$ cat src/sv/rrtt_pkg.sv
// Shared types and constants of the round-robin task table.
// No dependencies; imported by rrtt_ctrl, the top level and the testbench.
`default_nettype none

package rrtt_pkg;

    localparam int DATA_W = 64;
    localparam int ID_W   = 16;
    localparam int OP_W   = 3;
    localparam int STAT_W = 3;

    localparam logic [DATA_W-1:0] TLS_VIRT_BASE  = 64'h0000_0600_0000_0000;
    localparam logic [ID_W-1:0]   KERNEL_TASK_ID = 16'd1;

    // Operation codes
    localparam logic [OP_W-1:0] OP_INIT      = 3'd0;
    localparam logic [OP_W-1:0] OP_CREATE    = 3'd1;
    localparam logic [OP_W-1:0] OP_SCHEDULE  = 3'd2;
    localparam logic [OP_W-1:0] OP_TERMINATE = 3'd3;
    localparam logic [OP_W-1:0] OP_KILL_CUR  = 3'd4;
    localparam logic [OP_W-1:0] OP_KILL_ALL  = 3'd5;

    // Status codes
    localparam logic [STAT_W-1:0] STAT_OK       = 3'd0;
    localparam logic [STAT_W-1:0] STAT_REFUSED  = 3'd1;
    localparam logic [STAT_W-1:0] STAT_NOTFOUND = 3'd2;
    localparam logic [STAT_W-1:0] STAT_FULL     = 3'd3;
    localparam logic [STAT_W-1:0] STAT_NOINIT   = 3'd4;

    // Sequencer states
    typedef enum logic [2:0] {
        S_IDLE,
        S_DISPATCH,
        S_WALK,
        S_READ,
        S_DONE
    } state_t;

    // Which slot data the result carries
    typedef enum logic [1:0] {
        RM_PLAIN,
        RM_SCHED,
        RM_ECHO,
        RM_RELEASE
    } res_mode_t;

    // Write enables of the slot memories
    typedef struct packed {
        logic sp_we;
        logic ctx_we;
    } ram_we_t;

    // One result item
    typedef struct packed {
        logic [STAT_W-1:0] status;
        logic [DATA_W-1:0] next_stack_pointer;
        logic [DATA_W-1:0] next_root;
        logic [DATA_W-1:0] next_kernel_stack;
        logic [DATA_W-1:0] tls_base;
        logic              tls_write;
        logic [ID_W-1:0]   assigned_id;
        logic [ID_W-1:0]   current_id;
        logic              release_valid;
        logic [DATA_W-1:0] release_root;
    } res_t;

endpackage

`default_nettype wire

$ cat src/sv/rrtt_ram.sv
// Generic simple dual-port RAM: one write port, one read port, registered read.
// No dependencies.
`default_nettype none

module rrtt_ram #(
    parameter int WIDTH = 64,
    parameter int DEPTH = 16
) (
    input  wire logic                     clk,
    input  wire logic                     we,
    input  wire logic [$clog2(DEPTH)-1:0] waddr,
    input  wire logic [WIDTH-1:0]         wdata,
    input  wire logic [$clog2(DEPTH)-1:0] raddr,
    output logic      [WIDTH-1:0]         rdata
);

    logic [WIDTH-1:0] mem [DEPTH];

    // Write port
    always_ff @(posedge clk)
    begin
        if (we)
        begin
            mem[waddr] <= wdata;
        end
    end

    // Registered read port
    always_ff @(posedge clk)
    begin
        rdata <= mem[raddr];
    end

endmodule

`default_nettype wire

$ cat src/sv/rrtt_ctrl.sv
// Sequencer of the task table: input capture, table state, running flags,
// the ring-walk step unit and result assembly. Uses rrtt_pkg.
`default_nettype none

module rrtt_ctrl
    import rrtt_pkg::*;
#(
    parameter int MAX_TASKS = 16
) (
    input  wire logic                         clk,
    input  wire logic                         rst_n,
    input  wire logic                         in_valid,
    output logic                              in_ready,
    input  wire logic [OP_W-1:0]              opcode,
    input  wire logic [DATA_W-1:0]            stack_pointer,
    input  wire logic [DATA_W-1:0]            address_root,
    input  wire logic [DATA_W-1:0]            kernel_stack_top,
    input  wire logic [ID_W-1:0]              target_id,
    input  wire logic [DATA_W-1:0]            kernel_root,
    output ram_we_t                           ram_we,
    output logic [$clog2(MAX_TASKS)-1:0]      ram_waddr,
    output logic [DATA_W-1:0]                 ram_wsp,
    output logic [DATA_W-1:0]                 ram_wroot,
    output logic [DATA_W-1:0]                 ram_wkstack,
    output logic [$clog2(MAX_TASKS)-1:0]      ram_raddr,
    input  wire logic [DATA_W-1:0]            rd_sp,
    input  wire logic [DATA_W-1:0]            rd_root,
    input  wire logic [DATA_W-1:0]            rd_kstack,
    output logic                              res_valid,
    input  wire logic                         res_ready,
    output res_t                              result
);

    localparam int SW = $clog2(MAX_TASKS);
    localparam int UW = $clog2(MAX_TASKS + 1);
    localparam logic [SW-1:0] LAST_STEP = SW'(MAX_TASKS - 1);
    localparam logic [UW-1:0] FULL_COUNT = UW'(MAX_TASKS);

    state_t state_reg, state_next;
    res_mode_t mode_reg, mode_next;
    logic [SW-1:0] cur_reg, cur_next;
    logic [UW-1:0] used_reg, used_next;
    logic init_reg, init_next;
    logic [MAX_TASKS-1:0] running_reg, running_next;
    logic [SW-1:0] walk_reg, walk_next;
    logic [SW-1:0] count_reg, count_next;
    logic [STAT_W-1:0] status_reg, status_next;
    logic [ID_W-1:0] assigned_reg, assigned_next;

    logic [OP_W-1:0] op_reg;
    logic [DATA_W-1:0] sp_reg;
    logic [DATA_W-1:0] root_reg;
    logic [DATA_W-1:0] kst_reg;
    logic [ID_W-1:0] tgt_reg;

    logic [SW-1:0] step_slot;
    logic [SW-1:0] tgt_slot;
    logic tgt_in_table;

    // Capture the input item on transfer
    always_ff @(posedge clk)
    begin
        if (in_valid && in_ready)
        begin
            op_reg   <= opcode;
            sp_reg   <= stack_pointer;
            root_reg <= address_root;
            kst_reg  <= kernel_stack_top;
            tgt_reg  <= target_id;
        end
    end

    // Control state
    always_ff @(posedge clk or negedge rst_n)
    begin
        if (!rst_n)
        begin
            state_reg    <= S_IDLE;
            mode_reg     <= RM_PLAIN;
            cur_reg      <= '0;
            used_reg     <= '0;
            init_reg     <= 1'b0;
            running_reg  <= '0;
            walk_reg     <= '0;
            count_reg    <= '0;
            status_reg   <= STAT_OK;
            assigned_reg <= '0;
        end
        else
        begin
            state_reg    <= state_next;
            mode_reg     <= mode_next;
            cur_reg      <= cur_next;
            used_reg     <= used_next;
            init_reg     <= init_next;
            running_reg  <= running_next;
            walk_reg     <= walk_next;
            count_reg    <= count_next;
            status_reg   <= status_next;
            assigned_reg <= assigned_next;
        end
    end

    // Ring successor: slot 0 links to the newest slot, every other slot to
    // the one below it
    assign step_slot = (walk_reg == '0) ? SW'(used_reg - UW'(1)) : walk_reg - SW'(1);

    // Task ids equal slot number plus one, so a lookup by id is a range check
    assign tgt_slot     = SW'(tgt_reg - ID_W'(1));
    assign tgt_in_table = (tgt_reg >= ID_W'(2)) && (tgt_reg <= ID_W'(used_reg));

    // Slot data is always read at the current slot
    assign ram_raddr = cur_reg;

    // Next state and outputs
    always_comb
    begin
        state_next    = state_reg;
        mode_next     = mode_reg;
        cur_next      = cur_reg;
        used_next     = used_reg;
        init_next     = init_reg;
        running_next  = running_reg;
        walk_next     = walk_reg;
        count_next    = count_reg;
        status_next   = status_reg;
        assigned_next = assigned_reg;
        ram_we        = '0;
        ram_waddr     = cur_reg;
        ram_wsp       = sp_reg;
        ram_wroot     = root_reg;
        ram_wkstack   = kst_reg;
        in_ready      = 1'b0;
        res_valid     = 1'b0;

        case (state_reg)
            S_IDLE:
            begin
                in_ready = 1'b1;
                if (in_valid)
                begin
                    state_next = S_DISPATCH;
                end
            end

            S_DISPATCH:
            begin
                status_next   = STAT_OK;
                assigned_next = '0;
                mode_next     = RM_PLAIN;
                state_next    = S_DONE;
                case (op_reg)
                    OP_INIT:
                    begin
                        // Restart the table with the kernel task in slot 0
                        running_next    = '0;
                        running_next[0] = 1'b1;
                        ram_we.sp_we    = 1'b1;
                        ram_we.ctx_we   = 1'b1;
                        ram_waddr       = '0;
                        ram_wsp         = '0;
                        ram_wroot       = kernel_root;
                        cur_next        = '0;
                        used_next       = UW'(1);
                        init_next       = 1'b1;
                        assigned_next   = KERNEL_TASK_ID;
                    end

                    OP_CREATE:
                    begin
                        if (!init_reg)
                        begin
                            status_next = STAT_NOINIT;
                        end
                        else if (used_reg == FULL_COUNT)
                        begin
                            status_next = STAT_FULL;
                        end
                        else
                        begin
                            // Fill the next free slot; it links in after the head
                            ram_we.sp_we                  = 1'b1;
                            ram_we.ctx_we                 = 1'b1;
                            ram_waddr                     = used_reg[SW-1:0];
                            running_next[used_reg[SW-1:0]] = 1'b1;
                            used_next                     = used_reg + UW'(1);
                            assigned_next                 = ID_W'(used_reg) + ID_W'(1);
                        end
                    end

                    OP_SCHEDULE:
                    begin
                        if (!init_reg)
                        begin
                            status_next = STAT_NOINIT;
                            mode_next   = RM_ECHO;
                        end
                        else
                        begin
                            // Save the outgoing pointer, then walk the ring
                            ram_we.sp_we = 1'b1;
                            walk_next    = cur_reg;
                            count_next   = '0;
                            mode_next    = RM_SCHED;
                            state_next   = S_WALK;
                        end
                    end

                    OP_TERMINATE:
                    begin
                        if (tgt_reg == KERNEL_TASK_ID)
                        begin
                            status_next = STAT_REFUSED;
                        end
                        else if (!init_reg)
                        begin
                            status_next = STAT_NOINIT;
                        end
                        else if (tgt_in_table)
                        begin
                            running_next[tgt_slot] = 1'b0;
                        end
                        else
                        begin
                            status_next = STAT_NOTFOUND;
                        end
                    end

                    OP_KILL_CUR:
                    begin
                        if (!init_reg)
                        begin
                            status_next = STAT_NOINIT;
                        end
                        else if (cur_reg == '0)
                        begin
                            status_next = STAT_REFUSED;
                        end
                        else
                        begin
                            // Drop the current task and fetch its root
                            running_next[cur_reg] = 1'b0;
                            mode_next             = RM_RELEASE;
                            state_next            = S_READ;
                        end
                    end

                    OP_KILL_ALL:
                    begin
                        if (!init_reg)
                        begin
                            status_next = STAT_NOINIT;
                        end
                        else
                        begin
                            // Keep only the kernel task
                            running_next    = '0;
                            running_next[0] = running_reg[0];
                        end
                    end

                    default:
                    begin
                    end
                endcase
            end

            S_WALK:
            begin
                // Advance one link per cycle until a running slot turns up
                if (running_reg[step_slot])
                begin
                    cur_next   = step_slot;
                    state_next = S_READ;
                end
                else if (count_reg == LAST_STEP)
                begin
                    state_next = S_READ;
                end
                else
                begin
                    walk_next  = step_slot;
                    count_next = count_reg + SW'(1);
                end
            end

            S_READ:
            begin
                state_next = S_DONE;
            end

            S_DONE:
            begin
                res_valid = 1'b1;
                if (res_ready)
                begin
                    state_next = S_IDLE;
                end
            end

            default:
            begin
                state_next = S_IDLE;
            end
        endcase
    end

    // Assemble the result from the slot data at the current slot
    always_comb
    begin
        result             = '0;
        result.status      = status_reg;
        result.assigned_id = assigned_reg;
        result.current_id  = init_reg ? (ID_W'(cur_reg) + ID_W'(1)) : '0;
        case (mode_reg)
            RM_SCHED:
            begin
                result.next_stack_pointer = rd_sp;
                result.next_root          = (rd_root == '0) ? kernel_root : rd_root;
                result.next_kernel_stack  = rd_kstack;
                if ((cur_reg != '0) && (rd_root != '0))
                begin
                    result.tls_base  = TLS_VIRT_BASE;
                    result.tls_write = 1'b1;
                end
            end

            RM_ECHO:
            begin
                result.next_stack_pointer = sp_reg;
            end

            RM_RELEASE:
            begin
                if ((rd_root != '0) && (rd_root != kernel_root))
                begin
                    result.release_valid = 1'b1;
                    result.release_root  = rd_root;
                end
            end

            default:
            begin
            end
        endcase
    end

    // The kernel task can never be stopped once the table is set up
    a_kernel_running: assert property (@(posedge clk) disable iff (!rst_n)
        init_reg |-> running_reg[0])
        else $error("kernel task slot lost its running flag");

    // The current slot always lies inside the filled part of the table
    a_cur_in_table: assert property (@(posedge clk) disable iff (!rst_n)
        init_reg |-> (UW'(cur_reg) < used_reg))
        else $error("current slot beyond the filled slots");

    // The ring is walked only on a set-up table
    a_walk_init: assert property (@(posedge clk) disable iff (!rst_n)
        (state_reg == S_WALK) |-> (init_reg && (used_reg != '0)))
        else $error("ring walk without an initialized table");

    // A result handed over returns the sequencer to idle
    a_done_idle: assert property (@(posedge clk) disable iff (!rst_n)
        (res_valid && res_ready) |=> (state_reg == S_IDLE))
        else $error("sequencer did not return to idle after result transfer");

endmodule

`default_nettype wire

$ cat src/sv/round_robin_task_table_unit.sv
// Top level of the round-robin task table: configuration register, slot
// memories (rrtt_ram), sequencer (rrtt_ctrl) and output register. Uses rrtt_pkg.
`default_nettype none

// One operation is in flight at a time; in_ready is high only while the
// sequencer is idle, and it rises again as soon as the result has moved into
// the output register, even while that result still waits for out_ready.
// From the input transfer the sequencer passes dispatch and then done for
// init, create, terminate, kill-all and unknown codes; kill-current adds a
// read state for one slot memory read, and schedule walks the ring, visiting
// one slot per cycle until it meets a running task, and then reads. A new item
// is taken only after the result of the last one has left the sequencer.
// There is no clearing pass after reset; kernel_root may be written
// through cfg_we/cfg_wdata while idle.
module round_robin_task_table_unit
    import rrtt_pkg::*;
#(
    parameter int MAX_TASKS = 16
) (
    input  wire logic              clk,
    input  wire logic              rst_n,
    input  wire logic              cfg_we,
    input  wire logic [DATA_W-1:0] cfg_wdata,
    input  wire logic              in_valid,
    output logic                   in_ready,
    input  wire logic [OP_W-1:0]   opcode,
    input  wire logic [DATA_W-1:0] stack_pointer,
    input  wire logic [DATA_W-1:0] address_root,
    input  wire logic [DATA_W-1:0] kernel_stack_top,
    input  wire logic [ID_W-1:0]   target_id,
    output logic                   out_valid,
    input  wire logic              out_ready,
    output logic [STAT_W-1:0]      status,
    output logic [DATA_W-1:0]      next_stack_pointer,
    output logic [DATA_W-1:0]      next_root,
    output logic [DATA_W-1:0]      next_kernel_stack,
    output logic [DATA_W-1:0]      tls_base,
    output logic                   tls_write,
    output logic [ID_W-1:0]        assigned_id,
    output logic [ID_W-1:0]        current_id,
    output logic                   release_valid,
    output logic [DATA_W-1:0]      release_root
);

    localparam int SW = $clog2(MAX_TASKS);

    logic [DATA_W-1:0] kernel_root_reg;
    logic out_valid_reg;
    res_t out_reg;

    ram_we_t ram_we;
    logic [SW-1:0] ram_waddr;
    logic [SW-1:0] ram_raddr;
    logic [DATA_W-1:0] ram_wsp;
    logic [DATA_W-1:0] ram_wroot;
    logic [DATA_W-1:0] ram_wkstack;
    logic [DATA_W-1:0] rd_sp;
    logic [DATA_W-1:0] rd_root;
    logic [DATA_W-1:0] rd_kstack;
    logic res_valid;
    logic res_ready;
    res_t result;

    // Configuration register
    always_ff @(posedge clk or negedge rst_n)
    begin
        if (!rst_n)
        begin
            kernel_root_reg <= '0;
        end
        else if (cfg_we)
        begin
            kernel_root_reg <= cfg_wdata;
        end
    end

    // Slot memories: saved stack pointer, address-space root, kernel stack
    rrtt_ram #(.WIDTH(DATA_W), .DEPTH(MAX_TASKS)) u_sp_ram (
        .clk   (clk),
        .we    (ram_we.sp_we),
        .waddr (ram_waddr),
        .wdata (ram_wsp),
        .raddr (ram_raddr),
        .rdata (rd_sp)
    );

    rrtt_ram #(.WIDTH(DATA_W), .DEPTH(MAX_TASKS)) u_root_ram (
        .clk   (clk),
        .we    (ram_we.ctx_we),
        .waddr (ram_waddr),
        .wdata (ram_wroot),
        .raddr (ram_raddr),
        .rdata (rd_root)
    );

    rrtt_ram #(.WIDTH(DATA_W), .DEPTH(MAX_TASKS)) u_kstack_ram (
        .clk   (clk),
        .we    (ram_we.ctx_we),
        .waddr (ram_waddr),
        .wdata (ram_wkstack),
        .raddr (ram_raddr),
        .rdata (rd_kstack)
    );

    rrtt_ctrl #(.MAX_TASKS(MAX_TASKS)) u_ctrl (
        .clk              (clk),
        .rst_n            (rst_n),
        .in_valid         (in_valid),
        .in_ready         (in_ready),
        .opcode           (opcode),
        .stack_pointer    (stack_pointer),
        .address_root     (address_root),
        .kernel_stack_top (kernel_stack_top),
        .target_id        (target_id),
        .kernel_root      (kernel_root_reg),
        .ram_we           (ram_we),
        .ram_waddr        (ram_waddr),
        .ram_wsp          (ram_wsp),
        .ram_wroot        (ram_wroot),
        .ram_wkstack      (ram_wkstack),
        .ram_raddr        (ram_raddr),
        .rd_sp            (rd_sp),
        .rd_root          (rd_root),
        .rd_kstack        (rd_kstack),
        .res_valid        (res_valid),
        .res_ready        (res_ready),
        .result           (result)
    );

    // Take a result whenever the output register is empty or being drained
    assign res_ready = !out_valid_reg || out_ready;

    always_ff @(posedge clk or negedge rst_n)
    begin
        if (!rst_n)
        begin
            out_valid_reg <= 1'b0;
        end
        else if (res_ready)
        begin
            out_valid_reg <= res_valid;
        end
    end

    // Hold the result payload until its transfer
    always_ff @(posedge clk)
    begin
        if (res_valid && res_ready)
        begin
            out_reg <= result;
        end
    end

    assign out_valid          = out_valid_reg;
    assign status             = out_reg.status;
    assign next_stack_pointer = out_reg.next_stack_pointer;
    assign next_root          = out_reg.next_root;
    assign next_kernel_stack  = out_reg.next_kernel_stack;
    assign tls_base           = out_reg.tls_base;
    assign tls_write          = out_reg.tls_write;
    assign assigned_id        = out_reg.assigned_id;
    assign current_id         = out_reg.current_id;
    assign release_valid      = out_reg.release_valid;
    assign release_root       = out_reg.release_root;

endmodule

`default_nettype wire

$ cat config.mk
export PLATFORM = sky130hd
export DESIGN_NAME = round_robin_task_table_unit
export DESIGN_NICKNAME = d
export VERILOG_FILES = /design/src/sv/rrtt_pkg.sv /design/src/sv/rrtt_ram.sv /design/src/sv/rrtt_ctrl.sv /design/src/sv/round_robin_task_table_unit.sv
export SDC_FILE = /design/constraint.sdc
export NUM_CORES = 2
export LEC_CHECK = 0
export BUFFER_PORTS_ARGS = -buffer_cell sky130_fd_sc_hd__buf_2
export CAP_MARGIN = 15
export CORE_AREA = 2 2 616 434
export CTS_CLUSTER_DIAMETER = 50
export DETAILED_ROUTE_END_ITERATION = 12
export DIE_AREA = 0 0 618 436
export GPL_ROUTABILITY_DRIVEN = 0
export PLACE_DENSITY = 0.77
export SYNTH_ARGS = -nofsm -noshare
export SYNTH_HDL_FRONTEND = slang
export SYNTH_SLANG_ARGS = --single-unit
$ cat constraint.sdc
create_clock -name clk -period 10.2 [get_ports clk]
set_input_delay 0.51 -clock clk [delete_from_list [all_inputs] [get_ports clk]]
set_output_delay 0.51 -clock clk [all_outputs]
set_load 0.05 [all_outputs]
==> reports/summary.txt <==
Synth top area share -> 0.740
Cell Area, Synth -> 144000 sq um
CTS tree -> yes
Commonest cells post-synth -> edfxtp_1, mux4_2, clkbuf_1, and2_1, dfxtp_1
Crit Reg-Reg Endpoint -> u_root_ram.mem[0][22]
dpl hpwl -> 181000 um
cts bufs inserted -> 356
Initial Util -> 0.547
Final Hold Violating Endpoints -> 0
hold crit path type -> input port to flop
Slew @ Worst Pin -> 1.28 ns
max-cap violations -> 0
CP max-delay cell -> nor2_4
Area growth syn-to-layout -> 15.2%
Setup Total Neg Slack -> 0 ns
cells on worst reg2reg path -> 11
clk sinks -> 3860
clock skew -> 0.108 ns
f_max -> 0.185 GHz
post-synthesis register bit count -> 3860
IO buf count -> 555
Cell variety after synth -> 71
number of global-route vias before repair -> 73400
main flop type after synthesis -> edfxtp_1
hold depth -> 5
Max clock buf depth -> 4
Max Transition Viols Final -> 0
Pre-antenna DRT Iters -> 7
number of synthesized flops with an enable pin -> 3555
die width -> 618 um
syn_area_per_cell -> 22.9 sq um
count leader, synth -> edfxtp_1
endpoint class of the critical path -> flop
die height -> 436 um
endpoints failing setup -> 0
Final Non-Filler Cells -> 11100
Post-Place Cells -> 10200
metal2 WL -> 179000 um
CORE AREA -> 264000 sq um
max layer used -> met4
via count -> 71700
leak pwr -> 0.0527 uW
pwr dens -> 253 nW/um^2
layout cells sized above 1 -> 0.311
Post CTS Setup Buffer Count -> 0
nets -> 7578
Post-CTS Hold Fix Bufs -> 277
sequential share of the synthesized area -> 0.786
Worst-path clk slew -> 0.06 ns
Synth area leader -> edfxtp_1
1st-iter DRT viols -> 10500
Post-Route WL -> 366000 um
CP max stage delay -> 1.02 ns
Vias/cell -> 6.45
most used cell, CP -> nand2_1
Crit Path Max Fanout -> 87
post-CTS sizing -> 0
Critical Path Start Type -> flop
crit path kind -> flop to flop
Remaining DRCs -> 0
largest net degree at the start of global routing -> 153
routed len/inst -> 32.9 um
Peak VDD IR -> 0.193 mV
critical-path cell list -> inv_1, ha_1, nand4bb_1, nand2_1, a2111o_1, nand2_1, o21a_1, nand2_1, nor2_4, buf_12, buf_4
first-pass GRT wire length -> 524000 um
IO Count -> 639
site row count -> 158
RSZ-0062 raised after global routing -> false
Largest regs -> u_kstack_ram.mem x1024, u_root_ram.mem x1024, u_sp_ram.mem x1024
clk_lat worst skew -> 0.94 ns
Crit path required time -> 10.79 ns
Hold Crit Endpoint -> u_ctrl.state_reg[0]
reg2reg setup slack -> 4.78 ns
CTS Root Cell -> clkbuf_16
fin crit period -> 5.42 ns
hold path startpoint -> in_valid
Met1 Wirelength -> 135000 um
Slew headroom -> 0.146
Routed Antenna Nets -> 0
ys async rst share -> 0.0293
reg2reg start -> u_ctrl.used_reg[0]
initial antenna violation count -> 18
met3 WL -> 36100 um
worst endpoint data arrival time -> 6.01 ns
Die ar. -> 269000 sq um
final worst path period share -> 0.531
gr ovfl total -> 0
CTS H-tree lvls -> 5
GRT Util Overall -> 0.270
top cells by area, synth -> edfxtp_1, mux4_2, dfxtp_1, dfrtp_1, mux2_2
status -> finished clean
Synthesis Warnings -> 0
Mapped Cells -> 6285
[layout by cell type, fill, tap and decap left out, drive strengths merged, types with 83 or more instances in the layout]
| cell type | netlist | final |
|---|---|---|
| a21oi | 90 | 90 |
| and2 | 199 | 199 |
| buf | 191 | 670 |
| clkbuf | 201 | 453 |
| clkinv | 2 | 122 |
| conb | 1 | 83 |
| dfrtp | 113 | 113 |
| dfxtp | 192 | 192 |
| dlygate4sd3 | 0 | 277 |
| edfxtp | 3555 | 3555 |
| mux2 | 128 | 128 |
| mux4 | 964 | 964 |
| nor2 | 130 | 130 |
[worst max path at each step]
stage	start	to	slack, ns	cells after the start
floorplan	u_ctrl.used_reg[0]	u_kstack_ram.mem[8][0]	2.09	8
global placement	u_ctrl.used_reg[0]	u_root_ram.mem[0][21]	4.87	11
detailed placement	u_ctrl.used_reg[0]	u_root_ram.mem[0][23]	4.81	11
CTS	u_ctrl.used_reg[0]	u_root_ram.mem[0][23]	4.88	11
global route	u_ctrl.used_reg[0]	u_root_ram.mem[0][23]	4.58	11
finish	u_ctrl.used_reg[0]	u_root_ram.mem[0][22]	4.78	11
[layer usage]
layer | up-vias | track usage
met2 | 4921 | 0.431
met1 | 38000 | 0.379
met3 | 763 | 0.0484
li1 | 28000 | -
met4 | 0 | 0.103
met5 | - | 0
[critical path, delay by kind of cell, from the launching register on]
family | cells | cell delay [ns]
simple gates | 5 | 2.01
compound gates | 2 | 0.73
buf+inv | 3 | 1.18
flops | 1 | 0.58
fa+ha+maj | 1 | 0.33
[cell families after synthesis]
family / after synthesis / synth area share
xor gates and xnor gates: 73 / 0.00448
DFF: 3860 / 0.786
adders and majority gates: 18 / 0.00156
AOI/OAI and AO/OA: 245 / 0.0112
and+or+nand+nor: 578 / 0.0218
other: 1 / 0.0000260
muxes: 1099 / 0.161
buffers and inverters: 411 / 0.0134
[metrics by stage]
step                      total power, uW  hold slack [ns]  worst slack, ns  area, sq um  utilization
final                               42000           0.0840             4.78       166000        0.630
after CTS                           42000           0.0113             4.88       166000        0.630
after global placement              27900            0.436             4.87       151000        0.574
after global routing                43100           0.0439             4.58       166000        0.630
after floorplan                     25700            0.214             2.09       145000            -
after detailed placement            28200            0.437             4.81       151000        0.574
[final cells by class]
| type | instances | area [sq um] |
|---|---|---|
| clock buffer | 453 | 9670 |
| fill | 16600 | 97600 |
| clock inverter | 202 | 2350 |
| antenna | 10 | 25.0 |
| multi-input combinational | 2096 | 29500 |
| timing repair buffer | 947 | 6720 |
| tap | 3520 | 4400 |
| sequential | 3860 | 113000 |
| inverter | 19 | 71.3 |
[report_power, final]
group	total [uW]	switching (uW)	internal [uW]	leakage, uW
Clock	13800	5900	7920	0.00584
Sequential	20600	1210	19400	0.0352
Combinational	7580	4680	2900	0.0116
No activity file was read; power rests on OpenSTA's default activity.
